[config.mk]
export PLATFORM = sky130hd
export DESIGN_NAME = ilist_ctrl
export DESIGN_NICKNAME = d
export VERILOG_FILES = /design/src/rtl/ilist_pkg.sv /design/src/rtl/ilist_ctrl.sv
export SDC_FILE = /design/constraint.sdc
export NUM_CORES = 1
export LEC_CHECK = 0
export BUFFER_PORTS_ARGS = -buffer_cell sky130_fd_sc_hd__buf_2
export CAP_MARGIN = 0
export CORE_MARGIN = 3
export CORE_UTILIZATION = 39
export CTS_BUF_LIST = sky130_fd_sc_hd__clkbuf_4 sky130_fd_sc_hd__clkbuf_8 sky130_fd_sc_hd__clkbuf_16
export DETAILED_ROUTE_END_ITERATION = 7
export PLACE_DENSITY = 0.82
export SETUP_SLACK_MARGIN = 0.3
export SLEW_MARGIN = 20
export SYNTH_ARGS = -nofsm -noshare
export SYNTH_HDL_FRONTEND = slang
export SYNTH_SLANG_ARGS = --single-unit
[constraint.sdc]
create_clock -name clk -period 1.8 [get_ports clk]
set_clock_uncertainty 0.2 [all_clocks]
set_input_delay 0.36 -clock clk [delete_from_list [all_inputs] [get_ports clk]]
set_output_delay 0.36 -clock clk [all_outputs]
set_load 0.03 [all_outputs]
[src/rtl/ilist_pkg.sv]
// ----------------------------------------------------------------------------
// ilist_pkg
// Shared constants, codes and controller/datapath command types for the
// indexed list engine.
// ----------------------------------------------------------------------------
`timescale 1ns / 1ps
`default_nettype none

package ilist_pkg;

  localparam int CAPACITY = 256;
  localparam int ELEM_W   = 32;
  localparam int ADDR_W   = (CAPACITY > 1) ? $clog2(CAPACITY) : 1;
  localparam int CNT_W    = $clog2(CAPACITY + 1);
  localparam int OP_W     = 3;
  localparam int STATUS_W = 2;

  typedef enum logic [OP_W-1:0] {
    OP_INSERT  = 3'd0,
    OP_DELETE  = 3'd1,
    OP_READ    = 3'd2,
    OP_SEARCH  = 3'd3,
    OP_REVERSE = 3'd4
  } ilist_op_t;

  typedef enum logic [STATUS_W-1:0] {
    ST_OK       = 2'd0,
    ST_FULL     = 2'd1,
    ST_RANGE    = 2'd2,
    ST_NOTFOUND = 2'd3
  } ilist_status_t;

  typedef enum logic [3:0] {
    S_IDLE,
    S_DECODE,
    S_SHIFT_UP,
    S_INS_WR,
    S_SHIFT_DN,
    S_READ_WAIT,
    S_SEARCH,
    S_REV_RD,
    S_REV_WLO,
    S_REV_WHI,
    S_FINISH
  } ilist_state_t;

  // index register update
  typedef enum logic [2:0] {
    IDX_HOLD,
    IDX_CNT,
    IDX_POS,
    IDX_ZERO,
    IDX_INC,
    IDX_DEC
  } ilist_idx_op_t;

  // read port A address
  typedef enum logic [1:0] {
    RA_IDX,
    RA_UP,
    RA_DN,
    RA_POS
  } ilist_ra_sel_t;

  // explicit write source (the shift pipeline writes on its own)
  typedef enum logic [1:0] {
    WR_NONE,
    WR_INS,
    WR_LO,
    WR_HI
  } ilist_wr_sel_t;

  typedef struct packed {
    logic          capture;
    logic          set_status;
    ilist_status_t status_val;
    ilist_idx_op_t idx_op;
    logic          hi_load;
    logic          hi_dec;
    logic          rd_en;
    ilist_ra_sel_t ra_sel;
    logic          rdb_en;
    logic          move;
    logic          search;
    ilist_wr_sel_t wr_sel;
    logic          cnt_inc;
    logic          cnt_dec;
    logic          load_read;
    logic          set_found;
    logic          load_result;
  } ilist_cmd_t;

  typedef struct packed {
    ilist_op_t op;
    logic      full;
    logic      pos_le_cnt;
    logic      pos_lt_cnt;
    logic      cnt_gt1;
    logic      idx_gt_pos;
    logic      idx_inc_lt_cnt;
    logic      idx_lt_cnt;
    logic      cmp_v;
    logic      hit;
    logic      lo_lt_hi;
  } ilist_sts_t;

endpackage

`default_nettype wire

[src/rtl/ilist_ctrl.sv]
// ----------------------------------------------------------------------------
// ilist_ctrl
// Controller: sequences each operation over the datapath and owns the
// request ready and the response valid.
// ----------------------------------------------------------------------------
`timescale 1ns / 1ps
`default_nettype none

module ilist_ctrl (
  input  logic                  clk,
  input  logic                  rst,
  input  logic                  in_valid,
  output logic                  in_ready,
  output logic                  out_valid,
  input  logic                  out_ready,
  input  ilist_pkg::ilist_sts_t sts,
  output ilist_pkg::ilist_cmd_t cmd
);

  ilist_pkg::ilist_state_t state;
  ilist_pkg::ilist_state_t state_next;

  always_ff @(posedge clk) begin
    if (rst) begin
      state     <= ilist_pkg::S_IDLE;
      out_valid <= 1'b0;
    end else begin
      state <= state_next;
      if (cmd.load_result) begin
        out_valid <= 1'b1;
      end else if (out_ready) begin
        out_valid <= 1'b0;
      end
    end
  end

  always_comb begin
    cmd        = '0;
    in_ready   = 1'b0;
    state_next = state;
    case (state)
      ilist_pkg::S_IDLE: begin
        // hold off requests while reset is asserted
        in_ready = !rst;
        if (in_valid && !rst) begin
          cmd.capture = 1'b1;
          state_next  = ilist_pkg::S_DECODE;
        end
      end
      ilist_pkg::S_DECODE: begin
        state_next = ilist_pkg::S_FINISH;
        case (sts.op)
          ilist_pkg::OP_INSERT: begin
            if (sts.full) begin
              cmd.set_status = 1'b1;
              cmd.status_val = ilist_pkg::ST_FULL;
            end else if (!sts.pos_le_cnt) begin
              cmd.set_status = 1'b1;
              cmd.status_val = ilist_pkg::ST_RANGE;
            end else begin
              cmd.idx_op = ilist_pkg::IDX_CNT;
              state_next = ilist_pkg::S_SHIFT_UP;
            end
          end
          ilist_pkg::OP_DELETE: begin
            if (!sts.pos_lt_cnt) begin
              cmd.set_status = 1'b1;
              cmd.status_val = ilist_pkg::ST_RANGE;
            end else begin
              cmd.idx_op = ilist_pkg::IDX_POS;
              state_next = ilist_pkg::S_SHIFT_DN;
            end
          end
          ilist_pkg::OP_READ: begin
            if (!sts.pos_lt_cnt) begin
              cmd.set_status = 1'b1;
              cmd.status_val = ilist_pkg::ST_RANGE;
            end else begin
              cmd.rd_en  = 1'b1;
              cmd.ra_sel = ilist_pkg::RA_POS;
              state_next = ilist_pkg::S_READ_WAIT;
            end
          end
          ilist_pkg::OP_SEARCH: begin
            cmd.set_status = 1'b1;
            cmd.status_val = ilist_pkg::ST_NOTFOUND;
            cmd.idx_op     = ilist_pkg::IDX_ZERO;
            state_next     = ilist_pkg::S_SEARCH;
          end
          ilist_pkg::OP_REVERSE: begin
            if (sts.cnt_gt1) begin
              cmd.idx_op  = ilist_pkg::IDX_ZERO;
              cmd.hi_load = 1'b1;
              state_next  = ilist_pkg::S_REV_RD;
            end
          end
          default: ;
        endcase
      end
      ilist_pkg::S_SHIFT_UP: begin
        if (sts.idx_gt_pos) begin
          cmd.rd_en  = 1'b1;
          cmd.ra_sel = ilist_pkg::RA_UP;
          cmd.move   = 1'b1;
          cmd.idx_op = ilist_pkg::IDX_DEC;
        end else begin
          state_next = ilist_pkg::S_INS_WR;
        end
      end
      ilist_pkg::S_INS_WR: begin
        cmd.wr_sel  = ilist_pkg::WR_INS;
        cmd.cnt_inc = 1'b1;
        state_next  = ilist_pkg::S_FINISH;
      end
      ilist_pkg::S_SHIFT_DN: begin
        if (sts.idx_inc_lt_cnt) begin
          cmd.rd_en  = 1'b1;
          cmd.ra_sel = ilist_pkg::RA_DN;
          cmd.move   = 1'b1;
          cmd.idx_op = ilist_pkg::IDX_INC;
        end else begin
          cmd.cnt_dec = 1'b1;
          state_next  = ilist_pkg::S_FINISH;
        end
      end
      ilist_pkg::S_READ_WAIT: begin
        cmd.load_read = 1'b1;
        state_next    = ilist_pkg::S_FINISH;
      end
      ilist_pkg::S_SEARCH: begin
        if (sts.hit) begin
          cmd.set_found = 1'b1;
          state_next    = ilist_pkg::S_FINISH;
        end else if (sts.idx_lt_cnt) begin
          cmd.rd_en  = 1'b1;
          cmd.ra_sel = ilist_pkg::RA_IDX;
          cmd.search = 1'b1;
          cmd.idx_op = ilist_pkg::IDX_INC;
        end else if (!sts.cmp_v) begin
          state_next = ilist_pkg::S_FINISH;
        end
      end
      ilist_pkg::S_REV_RD: begin
        if (sts.lo_lt_hi) begin
          cmd.rd_en  = 1'b1;
          cmd.ra_sel = ilist_pkg::RA_IDX;
          cmd.rdb_en = 1'b1;
          state_next = ilist_pkg::S_REV_WLO;
        end else begin
          state_next = ilist_pkg::S_FINISH;
        end
      end
      ilist_pkg::S_REV_WLO: begin
        cmd.wr_sel = ilist_pkg::WR_LO;
        state_next = ilist_pkg::S_REV_WHI;
      end
      ilist_pkg::S_REV_WHI: begin
        cmd.wr_sel = ilist_pkg::WR_HI;
        cmd.idx_op = ilist_pkg::IDX_INC;
        cmd.hi_dec = 1'b1;
        state_next = ilist_pkg::S_REV_RD;
      end
      ilist_pkg::S_FINISH: begin
        if (!out_valid || out_ready) begin
          cmd.load_result = 1'b1;
          state_next      = ilist_pkg::S_IDLE;
        end
      end
      default: state_next = ilist_pkg::S_IDLE;
    endcase
  end

  a_rsp_drains: assert property (@(posedge clk) disable iff (rst)
    (out_valid && out_ready && !cmd.load_result) |=> !out_valid)
    else $error("response stays valid after its transfer");

endmodule

`default_nettype wire

==> results of run 1 <==
-- metrics by stage --
stage                     hold WS, ps  TNS (ps)  instance area, um^2  cells
after floorplan                   229     -2040                  957    112
after global placement            266     -3250                 1320    196
after detailed placement          284     -3670                 1320    196
after CTS                         188     -6610                 1580    203
-- cells by family after synthesis --
group                    count (synthesis)  share of synthesized area, %
adder cells (fa/ha/maj)                  1                          1.34
buffers and inverters                   15                          8.53
AND/OR/NAND/NOR                         59                          46.5
flip-flops                               5                          13.4
AO/OA/AOI/OAI                           31                          29.1
XOR/XNOR                                 1                          1.17
-- repair_timing --
action,4_1_cts
endpoints found under the setup margin,28
hold buffers,0
pin swaps,12
resized for setup,54
setup buffers,3
-- synth_stat cells, types with 2 or more instances --
library cell               count
sky130_fd_sc_hd__a21boi_0      2
sky130_fd_sc_hd__a21oi_1       7
sky130_fd_sc_hd__a31oi_1       2
sky130_fd_sc_hd__and3b_1       2
sky130_fd_sc_hd__clkbuf_1      7
sky130_fd_sc_hd__dfxtp_1       5
sky130_fd_sc_hd__inv_1         7
sky130_fd_sc_hd__nand2_1       7
sky130_fd_sc_hd__nand2b_1      4
sky130_fd_sc_hd__nand3_1       4
sky130_fd_sc_hd__nand3b_1      3
sky130_fd_sc_hd__nand4_1       2
sky130_fd_sc_hd__nor2_1       15
sky130_fd_sc_hd__nor2b_1       7
sky130_fd_sc_hd__nor3_1        2
sky130_fd_sc_hd__o21ai_0       5
sky130_fd_sc_hd__o21bai_1      2
sky130_fd_sc_hd__o22ai_1       2
sky130_fd_sc_hd__o41ai_1       2
==> impl_results.md, run 1 <==
- Outcome: stopped before the end
- Stage where the run ended: 5_1_grt
- Error that stopped the run: [ERROR DPL-0038] Utilization greater than 100%, impossible to legalize
- PortBufs: 40
- Clock Root Buffer: sky130_fd_sc_hd__clkbuf_4
- Chip height: 49.8 um
- Last worst endpoint in the global-route repair_timing: cmd[11]
- Clk buf depth: 2
- Share of synthesized registers carrying an async set or reset: 0%
- Netlist area before placement: 748 um^2
- Largest net degree at the start of global routing: 19
- EDFF count, synth: 0
- Proportion of synthesized chip area in sequential cells: 13.4%
- GPL Wtd Cong: 0.860
- Clock buffer count from CTS: 3
- Std-Cell Rows: 15
- Number of synthesis warnings: 0
- Distinct cell type count of the synthesized netlist: 44
- Dominant synthesized flop cell: sky130_fd_sc_hd__dfxtp_1
- Clk sink count: 5
- Half-perimeter wire length after detailed placement: around 2200 um
- Synthesized netlist cell count: approximately 110
- Worst-path end type: output port
- Cell types occupying the most area after synthesis: sky130_fd_sc_hd__dfxtp_1 (13%), sky130_fd_sc_hd__nor2_1 (7.5%), sky130_fd_sc_hd__nor2b_1 (5.9%)
- Die X-Extent: 49.8 um
- Worst slack after detailed placement: -334 ps
- Post-synthesis net count: 129
- Flip-flop and latch count after synthesis: 5
- Initial Util: approximately 42%
- Post-Synthesis Mean Instance Area: about 6.7 um^2
- CTS H-tree depth: 1
- Dominant cell type by area after synthesis: sky130_fd_sc_hd__dfxtp_1
- Fraction of synthesized cell area taken by the top area cell type: 13.4%
- Number of primary I/O pins: 41
==> run 2, diff against run 1 <==
==> config.mk (replaced) <==
export PLATFORM = sky130hd
export DESIGN_NAME = ilist_ctrl
export DESIGN_NICKNAME = d
export VERILOG_FILES = /design/src/rtl/ilist_pkg.sv /design/src/rtl/ilist_ctrl.sv
export SDC_FILE = /design/constraint.sdc
export NUM_CORES = 1
export LEC_CHECK = 0
export BUFFER_PORTS_ARGS = -buffer_cell sky130_fd_sc_hd__buf_2
export CAP_MARGIN = 0
export CORE_AREA = 3 3 64 66
export DETAILED_ROUTE_END_ITERATION = 7
export DIE_AREA = 0 0 67 69
export PLACE_DENSITY_LB_ADDON = 0.15
export SLEW_MARGIN = 20
export SYNTH_ARGS = -nofsm -noshare
export SYNTH_HDL_FRONTEND = slang
export SYNTH_SLANG_ARGS = --single-unit
==> constraint.sdc (replaced) <==
create_clock -name clk -period 2.3 [get_ports clk]
set_clock_uncertainty 0.2 [all_clocks]
set_input_delay 0.46 -clock clk [delete_from_list [all_inputs] [get_ports clk]]
set_output_delay 0.46 -clock clk [all_outputs]
set_load 0.03 [all_outputs]
==> run 2 against run 1 <==
Against the previous run:
- the flow now finishes, with violations (setup timing)
- synthesized cell count did not move
- synthesized area did not move
==> impl_results.md, run 2 <==
- FMAX: 421 MHz
- PortBufs: 40 (unchanged)
- EDFF count, synth: 0 (unchanged)
- CTS H-tree depth: 1 (unchanged)
- Failing checks: setup timing
- Worst VDD drop: 0.271 mV
- Type of the setup path with the least slack: reg2out
- Largest register FFs: 4
- Static power due to leakage: 0.626 nW
- Worst max-slew margin expressed relative to the limit: 77.7%
- Post-synthesis net count: 129 (unchanged)
- Most common cell after layout, fill and taps aside: sky130_fd_sc_hd__buf_2
- Reg clk slew, reported paths: 30 ps
- Number of synthesis warnings: 0 (unchanged)
- Total global-route track usage: 11.8%
- Simple-Gate Fraction of Synth Area: 46.5% (unchanged)
- Arrival time of data at the critical path endpoint: 1720 ps
- GPL Wtd Cong: 0.769 (-10%)
- Worst-Margin Slew: about 330 ps
- Netlist area before placement: 748 um^2 (unchanged)
- Required time at the worst-slack endpoint: 1640 ps
- Final worst slack: -76.1 ps
- Clk sink count: 5 (unchanged)
- Post-Synthesis Mean Instance Area: 6.68 um^2 (unchanged)
- RSZ-0062 raised after global routing: yes
- Initial Util: 20.6% (-22 points)
- Register containing the most flip-flops in the final layout: state
- TritonCTS clock tree: yes
- Outcome: complete, but fails checks
- Die X-Extent: 67 um (+35%)
- Internal power: 0.558 mW
- Cell types occupying the most area after synthesis: sky130_fd_sc_hd__dfxtp_1 (13%), sky130_fd_sc_hd__nor2_1 (7.5%), sky130_fd_sc_hd__nor2b_1 (5.9%)
- Most used cells in the layout excluding fill and tap cells: sky130_fd_sc_hd__buf_2 (29), sky130_fd_sc_hd__buf_4 (17), sky130_fd_sc_hd__nor2_1 (13), sky130_fd_sc_hd__inv_1 (7), sky130_fd_sc_hd__buf_6 (7)
- Dominant cell type by area after synthesis: sky130_fd_sc_hd__dfxtp_1
- Total number of vias: about 1000
- Area growth from synthesis to layout: 68.4%
- Number of search-and-repair iterations in the first detailed-routing pass: 4
- Synthesized netlist cell count: 112 (unchanged)
- Initial antenna violation count: 0
- Top Registers: state x4, out_valid x1
- Proportion of synthesized chip area in sequential cells: 13.4% (unchanged)
- Main combinational cell family by area after synthesis: simple AND/OR/NAND/NOR gates
- Overall power of the completed layout: 1.06 mW
- Std-Cell Rows: 22 (+7)
- Power per Cell Area: between 800 and 900 nW/um^2
- Part of the total power dissipated in the clock network: 15.1%
- Half-perimeter wire length after detailed placement: 2110 um (-5.8%)
- Critical Path Source Type: flop
- Clock Root Buffer: sky130_fd_sc_hd__clkbuf_8
- Switching component of the power: between 0.5 and 0.6 mW
- Mean number of vias per cell: 4.72
- Placeable core region: ~3600 um^2
- Non-filler cells in the finished layout: 210
- DRC violation count after routing: 0
- First-pass GRT wire length: 4350 um
- Adder-cell share of the synthesized area: 1.34% (unchanged)
- Count of maximum capacitance violations: 0
- Max-slew violation total from the final report: 0
- Largest net degree at the start of global routing: 19
- Final Hold Fails: 0
- Distinct cell type count of the synthesized netlist: 44 (unchanged)
- Number of primary I/O pins: 41 (unchanged)
- Chip height: 69 um (+39%)
- Die Outline Area: 4620 um^2
- Classification of the worst-slack hold path: reg2reg
- Setup crit end kind: output port
- Diode insertion count for antenna repair: 0
- Via count of the first global-routing pass: between 900 and 1k
- Portion of the clock cycle consumed by the worst path in the final layout: 103%
- Placed cell count: 205 (+4.6%)
- Iteration-0 DRC count of the detailed router: 34
- Share of synthesized registers carrying an async set or reset: 0% (unchanged)
- Dominant synthesized flop cell: sky130_fd_sc_hd__dfxtp_1
- Number of buffers added to fix hold violations after cts: 0 (unchanged)
- Proportion of power drawn by combinational gates: 73.6%
- DRT Wirelength: ~2700 um
- Number of nets with antenna violations after routing: 0
- Synthesized-area fraction occupied by xor and xnor cells: 1.17% (unchanged)
- Most frequent cell after synthesis: sky130_fd_sc_hd__nor2_1
- Sequential power share: 11.3%
- Switching Fraction: 47.5%
- Synth Area in Compound Gates: 29.1% (unchanged)
- Clk buf depth: 2 (unchanged)
- Flip-flop and latch count after synthesis: 5 (unchanged)
- Fraction of synthesized area in multiplexers: 0% (unchanged)
- Fraction of synthesized cell area taken by the top area cell type: 13.4% (unchanged)
- Net count of the finished layout: 180
- Final global-route overflow total: 0
- Time the final worst path needs with I/O delays and setup: 2380 ps
- WL/cell: 13.0 um
- Final setup violation count: 5
- Clock buffer count from CTS: 3 (unchanged)
- Share of cells above drive strength 1: 47.5%
- Clock Latency Late Sink: 220 ps
- Maximum net fanout on the critical path: 4
-- run 2: cells by family (layout without fill, tap and decap cells) --
| kind of cell | after synthesis | count (layout) |
|---|---|---|
| buffers and inverters | 15 | 65 |
| AND/OR/NAND/NOR | 59 | 59 |
| AO/OA/AOI/OAI | 31 | 31 |
| XOR/XNOR | 1 | 1 |
| adder cells (fa/ha/maj) | 1 | 1 |
| flip-flops | 5 | 5 |
-- run 2: area by class of cell --
cell class | instances | area (um^2)
fill | 401 | 2370
sequential | 5 | 101
inverter | 7 | 26.3
clock buffer | 4 | 45.0
tap | 48 | 60.1
multi-input combinational | 92 | 668
timing repair buffer | 54 | 359
-- run 2: worst paths after layout --
| kind | slack (ps) | depth (start not counted) | to | start |
|---|---|---|---|---|
| max | -80 | 4 | cmd[11] | state[3] |
| min | 290 | 2 | out_valid | out_valid |
| max reg2reg | 270 | 4 | state[0] | state[3] |
| min reg2reg | 290 | 2 | out_valid | out_valid |
-- run 2: routing by layer --
layer	part of all wire, %	vias to the layer above	GRT usage [%]
met5	0	-	0
met2	47	31	18.4
met3	4.0	6	1.63
met1	47	442	16.0
met4	1.8	0	4.73
li1	-	512	-
-- run 2: metrics by stage --
stage / utilization (%) / TNS (ps) / setup WS [ps] / hold WS (ps) / area (um^2)
4_1_cts: 33.3 / -245 / -90.7 / 290 / 1210
3_5_place_dp: 30.0 / -162 / -162 / 280 / 1090
3_3_place_gp: 30.0 / -139 / -139 / 270 / 1090
2_1_floorplan: - / -217 / -175 / 329 / 771
6_report: 34.7 / -133 / -76.1 / 287 / 1260
5_1_grt: 34.7 / -521 / -124 / 336 / 1260
-- run 2: worst max-delay path: stages, from the launching register on --
cell and delay, ps:
sky130_fd_sc_hd__dfxtp_2 310, sky130_fd_sc_hd__or4b_4 530, sky130_fd_sc_hd__or3_4 380, sky130_fd_sc_hd__o41ai_2 70, sky130_fd_sc_hd__buf_4 210
-- run 2: power groups by stage --
| stage | clock [mW] | sequential, mW | combinational (mW) |
|---|---|---|---|
| after global placement | 0 | 0.119 | 0.719 |
| final | 0.161 | 0.120 | 0.782 |
| after detailed placement | 0 | 0.119 | 0.717 |
| after CTS | 0.168 | 0.120 | 0.762 |
| after floorplan | 0 | 0.125 | 0.500 |
| after global routing | 0.172 | 0.123 | 0.852 |
-- run 2: timing repair --
item                       CTS  global route
buffers inserted             1             0
resized for setup           23             9
setup endpoints to repair    9            10
pin swaps                    6             3
No activity file was read; power rests on OpenSTA's default activity.
